<file path="src/sv/mrrf_pkg.sv">
`default_nettype none

package mrrf_pkg;

    typedef enum logic [1:0] {
        KIND_BYTE = 2'd0,
        KIND_TICK = 2'd1,
        KIND_READ = 2'd2
    } kind_t;

    typedef enum logic [2:0] {
        ST_OK        = 3'd0,
        ST_CRC_ERR   = 3'd1,
        ST_BAD_ADDR  = 3'd2,
        ST_BAD_FUNC  = 3'd3,
        ST_SILENCE   = 3'd4,
        ST_OVERFLOW  = 3'd5,
        ST_READ      = 3'd6
    } status_t;

    localparam logic [15:0] CRC_INIT       = 16'hFFFF;
    localparam logic [15:0] CRC_POLY       = 16'hA001;
    localparam logic [7:0]  FN_READ_HOLD   = 8'h03;
    localparam logic [7:0]  FN_WRITE_ONE   = 8'h06;
    localparam logic [7:0]  FN_WRITE_MULTI = 8'h10;
    localparam logic [8:0]  LEN_FIXED      = 9'd8;
    localparam logic [8:0]  LEN_OVERHEAD   = 9'd5;
    localparam logic [8:0]  LEN_NON_DATA   = 9'd4;
    localparam logic [15:0] SILENCE_RESET  = 16'd4;
    localparam logic [15:0] SILENCE_MAX    = 16'hFFFF;

    typedef struct packed {
        logic       valid;
        status_t    status;
        logic [7:0] frame_address;
        logic [7:0] frame_function;
        logic [8:0] payload_len;
    } result_t;

    // one byte through the reflected crc, bit by bit
    function automatic logic [15:0] crc16_feed(input logic [15:0] crc, input logic [7:0] b);
        logic [15:0] c;
        c = crc ^ {8'h00, b};
        for (int k = 0; k < 8; k++) begin
            if (c[0]) begin
                c = (c >> 1) ^ CRC_POLY;
            end else begin
                c = c >> 1;
            end
        end
        return c;
    endfunction

endpackage

`default_nettype wire

</file>
<file path="src/sv/mrrf_payload_ram.sv">
`default_nettype none

module mrrf_payload_ram
    import mrrf_pkg::*;
#(
    parameter int DEPTH = 256,
    parameter int AW    = 8
) (
    input  wire logic          aclk,
    input  wire logic          wr_en,
    input  wire logic [AW-1:0] wr_addr,
    input  wire logic [7:0]    wr_data,
    input  wire logic          rd_en,
    input  wire logic [AW-1:0] rd_addr,
    output logic [7:0]         rd_data_reg
);

    logic [7:0] mem_array [DEPTH];

    always_ff @(posedge aclk) begin
        if (wr_en) begin
            mem_array[wr_addr] <= wr_data;
        end
    end

    always_ff @(posedge aclk) begin
        if (rd_en) begin
            rd_data_reg <= mem_array[rd_addr];
        end
    end

endmodule

`default_nettype wire

</file>
<file path="src/sv/mrrf_frame_ctrl.sv">
`default_nettype none

module mrrf_frame_ctrl
    import mrrf_pkg::*;
#(
    parameter int BUFFER_DEPTH = 256,
    parameter int AW           = 8
) (
    input  wire logic          aclk,
    input  wire logic          aresetn,
    input  wire logic          take,
    input  wire logic [1:0]    kind,
    input  wire logic [7:0]    rx_byte,
    input  wire logic [7:0]    read_index,
    input  wire logic          cfg_we,
    input  wire logic [15:0]   cfg_wdata,
    output result_t            res,
    output logic               wr_en,
    output logic [AW-1:0]      wr_addr,
    output logic [7:0]         wr_data,
    output logic               rd_en,
    output logic [AW-1:0]      rd_addr,
    output logic               rd_in_range
);

    localparam logic [9:0] DEPTH_W = 10'(BUFFER_DEPTH);

    logic [15:0] silence_ticks_reg;
    logic [8:0]  byte_count_reg, byte_count_next;
    logic [8:0]  expected_len_reg, expected_len_next;
    logic [15:0] crc_reg, crc_next;
    logic [15:0] crc_pre_reg, crc_pre_next;
    logic [15:0] silence_count_reg, silence_count_next;
    logic        discarding_reg, discarding_next;
    logic [7:0]  hdr_addr_reg, hdr_addr_next;
    logic [7:0]  hdr_func_reg, hdr_func_next;
    logic [7:0]  third_byte_reg, third_byte_next;
    logic [7:0]  crc_low_reg, crc_low_next;

    logic [8:0]    p;
    logic          p_in_range;
    logic [AW+8:0] p_ext;
    logic [AW+7:0] ri_ext;
    logic [8:0]    exp_new;
    logic [8:0]    exp_cur;
    logic [15:0]   crc_cur;
    logic [9:0]    idx_p1;
    logic [9:0]    idx_p2;
    logic [15:0]   silence_inc;
    logic          func_ok;

    assign p          = byte_count_reg - 9'd2;
    assign p_in_range = ({1'b0, p} < DEPTH_W);
    assign p_ext      = {{AW{1'b0}}, p};
    assign ri_ext     = {{AW{1'b0}}, read_index};
    assign idx_p1     = {1'b0, byte_count_reg} + 10'd1;
    assign idx_p2     = {1'b0, byte_count_reg} + 10'd2;
    assign func_ok    = (hdr_func_reg == FN_WRITE_ONE) || (hdr_func_reg == FN_WRITE_MULTI)
                        || (hdr_func_reg == FN_READ_HOLD);
    assign exp_new    = ((hdr_func_reg == FN_WRITE_ONE) || (hdr_func_reg == FN_WRITE_MULTI))
                        ? LEN_FIXED : ({1'b0, third_byte_reg} + LEN_OVERHEAD);
    assign exp_cur    = (byte_count_reg == 9'd4) ? exp_new : expected_len_reg;
    // byte three is a crc byte only for a five byte frame
    assign crc_cur    = (byte_count_reg != 9'd4) ? crc_reg
                        : ((exp_new > LEN_OVERHEAD) ? crc_reg : crc_pre_reg);
    assign silence_inc = (silence_count_reg == SILENCE_MAX) ? silence_count_reg
                         : silence_count_reg + 16'd1;

    assign wr_addr     = p_ext[AW-1:0];
    assign wr_data     = rx_byte;
    assign rd_addr     = ri_ext[AW-1:0];
    assign rd_in_range = ({2'b00, read_index} < DEPTH_W);
    assign rd_en       = take && (kind == KIND_READ);

    always_comb begin
        byte_count_next    = byte_count_reg;
        expected_len_next  = expected_len_reg;
        crc_next           = crc_reg;
        crc_pre_next       = crc_pre_reg;
        silence_count_next = silence_count_reg;
        discarding_next    = discarding_reg;
        hdr_addr_next      = hdr_addr_reg;
        hdr_func_next      = hdr_func_reg;
        third_byte_next    = third_byte_reg;
        crc_low_next       = crc_low_reg;
        wr_en              = 1'b0;
        res.valid          = 1'b0;
        res.status         = ST_OK;
        res.frame_address  = hdr_addr_reg;
        res.frame_function = hdr_func_reg;
        res.payload_len    = 9'd0;

        case (kind)
            KIND_BYTE: begin
                silence_count_next = 16'd0;
                if (!discarding_reg) begin
                    byte_count_next = byte_count_reg + 9'd1;
                    if (byte_count_reg == 9'd0) begin
                        hdr_addr_next = rx_byte;
                    end
                    if (byte_count_reg == 9'd1) begin
                        hdr_func_next = rx_byte;
                    end
                    if (byte_count_reg == 9'd2) begin
                        third_byte_next = rx_byte;
                    end
                    wr_en = take && (byte_count_reg >= 9'd2) && p_in_range;

                    if (byte_count_reg < 9'd3) begin
                        crc_next = crc16_feed(crc_reg, rx_byte);
                    end else if (byte_count_reg == 9'd3) begin
                        crc_low_next = rx_byte;
                        crc_pre_next = crc_reg;
                        crc_next     = crc16_feed(crc_reg, rx_byte);
                    end else if (byte_count_reg == 9'd4 && hdr_addr_reg == 8'h00) begin
                        res.valid         = 1'b1;
                        res.status        = ST_BAD_ADDR;
                        byte_count_next   = 9'd0;
                        expected_len_next = 9'd0;
                        crc_next          = CRC_INIT;
                        discarding_next   = 1'b1;
                    end else if (byte_count_reg == 9'd4 && !func_ok) begin
                        res.valid         = 1'b1;
                        res.status        = ST_BAD_FUNC;
                        byte_count_next   = 9'd0;
                        expected_len_next = 9'd0;
                        crc_next          = CRC_INIT;
                        discarding_next   = 1'b1;
                    end else begin
                        expected_len_next = exp_cur;
                        crc_next          = crc_cur;
                        if (idx_p2 < {1'b0, exp_cur}) begin
                            if (!p_in_range) begin
                                res.valid         = 1'b1;
                                res.status        = ST_OVERFLOW;
                                byte_count_next   = 9'd0;
                                expected_len_next = 9'd0;
                                crc_next          = CRC_INIT;
                                discarding_next   = 1'b1;
                            end else begin
                                crc_next = crc16_feed(crc_cur, rx_byte);
                            end
                        end else if (idx_p2 == {1'b0, exp_cur}) begin
                            crc_low_next = rx_byte;
                        end else if (idx_p1 == {1'b0, exp_cur}) begin
                            res.valid         = 1'b1;
                            res.status        = ({rx_byte, crc_low_reg} == crc_cur)
                                                ? ST_OK : ST_CRC_ERR;
                            res.payload_len   = exp_cur - LEN_NON_DATA;
                            byte_count_next   = 9'd0;
                            expected_len_next = 9'd0;
                            crc_next          = CRC_INIT;
                        end
                    end
                end
            end
            KIND_TICK: begin
                silence_count_next = silence_inc;
                if (silence_inc >= silence_ticks_reg) begin
                    silence_count_next = 16'd0;
                    discarding_next    = 1'b0;
                    byte_count_next    = 9'd0;
                    expected_len_next  = 9'd0;
                    crc_next           = CRC_INIT;
                    if (discarding_reg || byte_count_reg != 9'd0) begin
                        res.valid          = 1'b1;
                        res.status         = ST_SILENCE;
                        res.frame_address  = 8'h00;
                        res.frame_function = 8'h00;
                    end
                end
            end
            KIND_READ: begin
                res.valid          = 1'b1;
                res.status         = ST_READ;
                res.frame_address  = 8'h00;
                res.frame_function = 8'h00;
            end
            default: begin
            end
        endcase
    end

    always_ff @(posedge aclk) begin
        if (!aresetn) begin
            silence_ticks_reg <= SILENCE_RESET;
        end else if (cfg_we) begin
            silence_ticks_reg <= cfg_wdata;
        end
    end

    always_ff @(posedge aclk) begin
        if (!aresetn) begin
            byte_count_reg    <= 9'd0;
            expected_len_reg  <= 9'd0;
            crc_reg           <= CRC_INIT;
            crc_pre_reg       <= CRC_INIT;
            silence_count_reg <= 16'd0;
            discarding_reg    <= 1'b0;
            hdr_addr_reg      <= 8'h00;
            hdr_func_reg      <= 8'h00;
            third_byte_reg    <= 8'h00;
            crc_low_reg       <= 8'h00;
        end else if (take) begin
            byte_count_reg    <= byte_count_next;
            expected_len_reg  <= expected_len_next;
            crc_reg           <= crc_next;
            crc_pre_reg       <= crc_pre_next;
            silence_count_reg <= silence_count_next;
            discarding_reg    <= discarding_next;
            hdr_addr_reg      <= hdr_addr_next;
            hdr_func_reg      <= hdr_func_next;
            third_byte_reg    <= third_byte_next;
            crc_low_reg       <= crc_low_next;
        end
    end

endmodule

`default_nettype wire

</file>
<file path="src/sv/modbus_rtu_response_framer.sv">
// output: a result beat is presented in the cycle after its input beat is accepted
// throughput: one input beat per cycle unless the output stalls; the crc byte
//   update and the frame checks sit between the frame state registers and the result
//   register, and buffer reads use the registered read port of the payload memory
// reset: aresetn is synchronous, active low; it clears the frame state, sets
//   the crc to 0xffff and the silence threshold to 4; the payload buffer is not cleared
`default_nettype none

module modbus_rtu_response_framer
    import mrrf_pkg::*;
#(
    parameter int BUFFER_DEPTH = 256
) (
    input  wire logic        aclk,
    input  wire logic        aresetn,
    input  wire logic        s_tvalid,
    output logic             s_tready,
    input  wire logic [15:0] s_tdata,   // rx_byte [7:0], read_index [15:8]
    input  wire logic [1:0]  s_tuser,   // kind [1:0]
    output logic             m_tvalid,
    input  wire logic        m_tready,
    output logic [39:0]      m_tdata,   // frame_address [7:0], frame_function [15:8],
                                        // payload_len [24:16], read_byte [32:25]
    output logic [2:0]       m_tuser,   // status [2:0]
    input  wire logic        cfg_we,
    input  wire logic [15:0] cfg_wdata
);

    localparam int AW = $clog2(BUFFER_DEPTH);

    logic          take;
    result_t       res;
    logic          wr_en;
    logic [AW-1:0] wr_addr;
    logic [7:0]    wr_data;
    logic          rd_en;
    logic [AW-1:0] rd_addr;
    logic          rd_in_range;
    logic [7:0]    rd_data_reg;

    logic          out_valid_reg;
    status_t       out_status_reg;
    logic [7:0]    out_addr_reg;
    logic [7:0]    out_func_reg;
    logic [8:0]    out_plen_reg;
    logic          rd_keep_reg;
    logic [7:0]    read_byte;

    assign s_tready = !out_valid_reg || m_tready;
    assign take     = s_tvalid && s_tready;

    mrrf_frame_ctrl #(
        .BUFFER_DEPTH (BUFFER_DEPTH),
        .AW           (AW)
    ) u_ctrl (
        .aclk        (aclk),
        .aresetn     (aresetn),
        .take        (take),
        .kind        (s_tuser),
        .rx_byte     (s_tdata[7:0]),
        .read_index  (s_tdata[15:8]),
        .cfg_we      (cfg_we),
        .cfg_wdata   (cfg_wdata),
        .res         (res),
        .wr_en       (wr_en),
        .wr_addr     (wr_addr),
        .wr_data     (wr_data),
        .rd_en       (rd_en),
        .rd_addr     (rd_addr),
        .rd_in_range (rd_in_range)
    );

    mrrf_payload_ram #(
        .DEPTH (BUFFER_DEPTH),
        .AW    (AW)
    ) u_ram (
        .aclk        (aclk),
        .wr_en       (wr_en),
        .wr_addr     (wr_addr),
        .wr_data     (wr_data),
        .rd_en       (rd_en),
        .rd_addr     (rd_addr),
        .rd_data_reg (rd_data_reg)
    );

    always_ff @(posedge aclk) begin
        if (!aresetn) begin
            out_valid_reg <= 1'b0;
        end else if (take) begin
            out_valid_reg <= res.valid;
        end else if (m_tready) begin
            out_valid_reg <= 1'b0;
        end
    end

    // ram read data is loaded on the same edge and held until the next accepted beat
    always_ff @(posedge aclk) begin
        if (take) begin
            out_status_reg <= res.status;
            out_addr_reg   <= res.frame_address;
            out_func_reg   <= res.frame_function;
            out_plen_reg   <= res.payload_len;
            rd_keep_reg    <= rd_en && rd_in_range;
        end
    end

    assign read_byte = rd_keep_reg ? rd_data_reg : 8'h00;
    assign m_tvalid  = out_valid_reg;
    assign m_tuser   = out_status_reg;
    assign m_tdata   = {7'b0000000, read_byte, out_plen_reg, out_func_reg, out_addr_reg};

    a_read_gives_result: assert property (@(posedge aclk) disable iff (!aresetn)
        s_tvalid && s_tready && s_tuser == KIND_READ |=> m_tvalid && m_tuser == ST_READ)
        else $error("read beat did not produce a read result");

    a_byte_never_read: assert property (@(posedge aclk) disable iff (!aresetn)
        s_tvalid && s_tready && s_tuser == KIND_BYTE |=> !(m_tvalid && m_tuser == ST_READ))
        else $error("byte beat produced a read result");

    a_len_only_on_frame: assert property (@(posedge aclk) disable iff (!aresetn)
        m_tvalid && m_tdata[24:16] != 9'd0 |-> m_tuser == ST_OK || m_tuser == ST_CRC_ERR)
        else $error("payload length on a non-frame result");

endmodule

`default_nettype wire
</file>
<file path="config.mk">
export PLATFORM = sky130hd
export DESIGN_NAME = modbus_rtu_response_framer
export DESIGN_NICKNAME = d
export VERILOG_FILES = /design/src/sv/mrrf_pkg.sv /design/src/sv/mrrf_payload_ram.sv /design/src/sv/mrrf_frame_ctrl.sv /design/src/sv/modbus_rtu_response_framer.sv
export SDC_FILE = /design/constraint.sdc
export NUM_CORES = 2
export LEC_CHECK = 0
export BUFFER_PORTS_ARGS = -buffer_cell sky130_fd_sc_hd__buf_2
export CAP_MARGIN = 0
export CORE_MARGIN = 1.5
export CORE_UTILIZATION = 29
export DETAILED_ROUTE_END_ITERATION = 7
export GPL_ROUTABILITY_DRIVEN = 0
export PLACE_DENSITY_LB_ADDON = 0.05
export SLEW_MARGIN = 30
export SYNTH_ARGS = -nofsm -noshare
export SYNTH_HDL_FRONTEND = slang
export SYNTH_SLANG_ARGS = --single-unit
export TNS_END_PERCENT = 5
</file>
<file path="constraint.sdc">
create_clock -name aclk -period 4.7 [get_ports aclk]
set_input_delay 0.94 -clock aclk [delete_from_list [all_inputs] [get_ports aclk]]
set_output_delay 0.94 -clock aclk [all_outputs]
set_load 0.01 [all_outputs]
</file>
==> flow_summary.rst <==
.. list-table::
   :header-rows: 1

   * - Metric
     - Value
   * - Setup repair after global routing missed its margin
     - no
   * - Max-slew violation count
     - 0
   * - Per-cell routed wire length
     - 29.7 um
   * - Average footprint of a synthesized cell
     - 20.6 um^2
   * - Register bit total from synthesis
     - 2201
   * - Worst path setup slack after routing
     - 0.463 ns
   * - Endpoint, Worst Hold
     - u_ctrl.silence_ticks_reg[2]
   * - Standard-cell row count
     - 202
   * - Most common cell after layout, fill and taps aside
     - edfxtp_1
   * - Adder-cell area share of the yosys netlist
     - 0.00554
   * - Final Power
     - 43.4 mW
   * - Initial core utilization
     - 0.291
   * - Max reg flops
     - 2048
   * - Max_cap viols
     - 0
   * - Sinks on Clock Net
     - 2201
   * - Number of setup buffers added after CTS
     - 0
   * - Min cycle time layout
     - 4.24 ns
   * - Number of endpoints failing setup at the final stage
     - 0
   * - Internal Power
     - 33.7 mW
   * - Resize count post-CTS
     - 0
   * - Required arrival time at the worst endpoint
     - 5.43 ns
   * - Final Hold Viols
     - 0
   * - Combinational family with the most area after synthesis
     - multiplexers
   * - # port buffers
     - 76
   * - Switching power total
     - 9.69 mW
   * - Total iterations of the first detailed-routing run
     - 5
   * - First-pass GRT wire length
     - 377000 um
   * - Sequential Power Share
     - 0.496
   * - Most used cells in the layout excluding fill and tap cells
     - edfxtp_1, mux4_2, buf_4, nor2_1, clkbuf_16
   * - Library cell occupying the most area in the post-synthesis netlist
     - edfxtp_1
   * - Element type at the critical path end
     - register
   * - Maximum buffer depth of the clock tree
     - 4
   * - Maximum vdd drop
     - 0.000215 V
   * - Leakage power summed over all cells
     - 33.7 nW
   * - Vias in the first global route
     - 45800
   * - Horizontal die dimension
     - 554 um
   * - Seq/Total Area, Yosys
     - 0.737
   * - Post-Route WL
     - 270000 um
   * - Overall overflow remaining after global route
     - 0
   * - Final net count
     - 4962
   * - Pwr Density
     - 412 nW/um^2
   * - Pin count of the biggest net entering global routing
     - 145
   * - Final TNS setup
     - 0 ns
   * - Dominant cells by area after synthesis
     - edfxtp_1, mux4_2, dfxtp_1
   * - Hold Startpoint
     - cfg_wdata[2]
   * - Headroom to the max-slew limit
     - 0.326
   * - Period utilization
     - 0.902
   * - Worst hold path cell count
     - 3
   * - Startpoint of the most critical register-to-register path
     - u_ctrl.byte_count_reg[4]
   * - Number of filler cells placed in the layout
     - 28200
   * - Vias post-DR
     - 43900
   * - Switching share of power
     - 0.224
   * - DPL Wire Length
     - 173000 um
   * - DRC viols
     - 0
   * - Clock transition at the registers of the reported paths
     - 0.06 ns
   * - Final core area utilization
     - 0.348
   * - Cts bufs inserted
     - 265
   * - Combinational share of power
     - 0.054
   * - Clock root cell
     - clkbuf_16
   * - Worst slack at placement
     - 0.385 ns
   * - Min-delay worst type
     - input port to register
   * - Class of the most critical setup path
     - register to register
   * - Async SR Flop Fraction
     - 0
   * - Count of H-tree levels built during CTS
     - 5
   * - Slew at the pin closest to its max-slew limit
     - 1.01 ns
   * - Full die area
     - 307000 um^2
   * - Largest register by flop count
     - u_ram.mem_array
   * - Signed area change from the synthesized netlist to the final layout
     - 19.6%
   * - DIE HEIGHT
     - 554 um
   * - # IOs
     - 84
   * - Simple-gate area share of the yosys netlist
     - 0.0374
   * - Number of vias per cell after detailed routing
     - 4.84
   * - Count of different cell masters after synthesis
     - 74
   * - Critical path fanouts, max
     - 6
   * - Multiplexer area fraction after synthesis
     - 0.181
   * - Reg-to-reg critical path endpoint
     - u_ctrl.crc_reg[11]
   * - ANT nets after route
     - 0
   * - Proportion of layout cells with a drive suffix above 1
     - 0.325
   * - Compound-Gate Fraction of Synth Area
     - 0.0135
   * - Part of the total power dissipated in the clock network
     - 0.449
   * - Final cell count without fillers
     - 9069
   * - Register-to-Register Setup Slack
     - 0.46 ns
   * - Area of the mapped netlist
     - 88100 um^2
   * - Area share of the leading cell type in the synthesized netlist
     - 0.711
   * - Cell count of the worst reg-to-reg path
     - 17
   * - Hold_buf cts
     - 0
   * - WP data arrival
     - 4.97 ns
   * - Fin Clk Skew
     - 0.0403 ns
   * - Total core area
     - 303000 um^2
   * - Status
     - completed
   * - Flip-flop cell with the highest count after synthesis
     - edfxtp_1
   * - Max Freq
     - 236 MHz
   * - Clk Latency, worst-skew pair
     - 0.88 ns
   * - Post-synthesis share of cell area spent on xor and xnor gates
     - 0.0121
   * - Iter 0 DRT Violations
     - 3742
   * - Global routing usage summed across all routing layers
     - 0.174
   * - Synthesis Warnings
     - 0
   * - Post-Place Cells
     - 8595
   * - Count of mapped cells out of synthesis
     - 4282
   * - TritonCTS clock tree
     - done
   * - Number of synthesized flops with an enable pin
     - 2085
   * - Initial antenna violation count
     - 39
   * - Kind of launch point of the worst setup path
     - register
## critical path, stage by stage, from the launching register on
cell	delay, ns
dfxtp_1	0.30
or4_1	0.60
or3_1	0.46
nor2_2	0.18
o22a_1	0.22
inv_1	0.10
ha_1	0.27
and3_1	0.19
a22o_1	0.23
o21ai_0	0.18
o2111ai_1	0.16
nand2_1	0.10
nor4_2	0.06
a31oi_1	0.17
buf_4	0.17
nand3_1	0.25
o32ai_1	0.35
a21oi_1	0.10
## worst max-delay path by stage
stage | slack (ns) | to | from
2_1_floorplan | 0.48 | u_ram.rd_data_reg[0] | s_tdata[8]
3_3_place_gp | 0.40 | u_ram.rd_data_reg[6] | s_tdata[8]
3_5_place_dp | 0.39 | u_ram.rd_data_reg[5] | s_tdata[8]
4_1_cts | 0.45 | u_ctrl.crc_reg[11] | u_ctrl.byte_count_reg[4]
5_1_grt | 0.12 | u_ctrl.crc_reg[11] | u_ctrl.byte_count_reg[4]
6_report | 0.46 | u_ctrl.crc_reg[11] | u_ctrl.byte_count_reg[4]
## power groups by stage
| stage | Combinational (mW) | Clock (mW) | Sequential (mW) |
|---|---|---|---|
| 6_report | 2.36 | 19.5 | 21.5 |
| 5_1_grt | 2.53 | 20.8 | 21.5 |
| 4_1_cts | 2.46 | 20.2 | 21.5 |
| 3_5_place_dp | 2.46 | 0 | 21.9 |
| 3_3_place_gp | 2.46 | 0 | 21.9 |
| 2_1_floorplan | 1.20 | 0 | 21.9 |
## area by class of cell
| type | instances | area, um^2 | share of cell area |
|---|---|---|---|
| inverters | 39 | 146 | 0.00139 |
| clock buffers | 330 | 7010 | 0.0666 |
| flip-flops and latches | 2201 | 64900 | 0.617 |
| clock inverters | 130 | 1080 | 0.0102 |
| well taps | 3978 | 4980 | 0.0473 |
| diodes | 14 | 35.0 | 0.000333 |
| multi-input cells | 1798 | 22100 | 0.210 |
| repair buffers | 579 | 5030 | 0.0478 |
## stage by stage
step                hold slack (ns)  instance area [um^2]
global placement              0.458                 97200
global route                  0.267                105000
floorplan                     0.441                 88100
detailed placement            0.459                 97200
CTS                           0.203                105000
finish                        0.289                105000
## metal layers
metal | vias to the layer above | wire (um) | track usage
met1 | 23800 | 124000 | 0.249
met3 | 323 | 13300 | 0.0284
met4 | 6 | 5970 | 0.0436
met2 | 968 | 126000 | 0.277
met5 | - | 33 | 0
li1 | 18800 | - | -
## logic make-up (layout without fill, tap and decap cells)
logic type,Yosys count,count (layout)
muxes,745,745
buffers and inverters,289,1078
and+or+nand+nor,715,715
DFF,2201,2201
other,1,21
AOI/OAI and AO/OA,178,178
adders and majority gates,39,39
xor gates and xnor gates,114,114
## synth_stat cells (7+ instances only)
| master | count |
|---|---|
| buf_1 | 71 |
| nor4_1 | 11 |
| mux2i_1 | 63 |
| edfxtp_1 | 2085 |
| buf_4 | 9 |
| clkbuf_1 | 165 |
| nand2b_1 | 9 |
| nand3_1 | 52 |
| nor2b_1 | 68 |
| a21o_1 | 9 |
| and3_1 | 11 |
| ha_1 | 39 |
| and2_1 | 44 |
| nand2_1 | 141 |
| nor3_1 | 17 |
| a21oi_1 | 43 |
| o22ai_1 | 7 |
| nor2_1 | 327 |
| mux4_2 | 680 |
| inv_1 | 39 |
| nand4_1 | 7 |
| xor2_1 | 20 |
| o31ai_1 | 7 |
| a22oi_1 | 13 |
| dfxtp_1 | 116 |
| a21boi_0 | 13 |
| xnor2_1 | 88 |
| o21ai_0 | 32 |
Power figures use the tool's default switching activity.
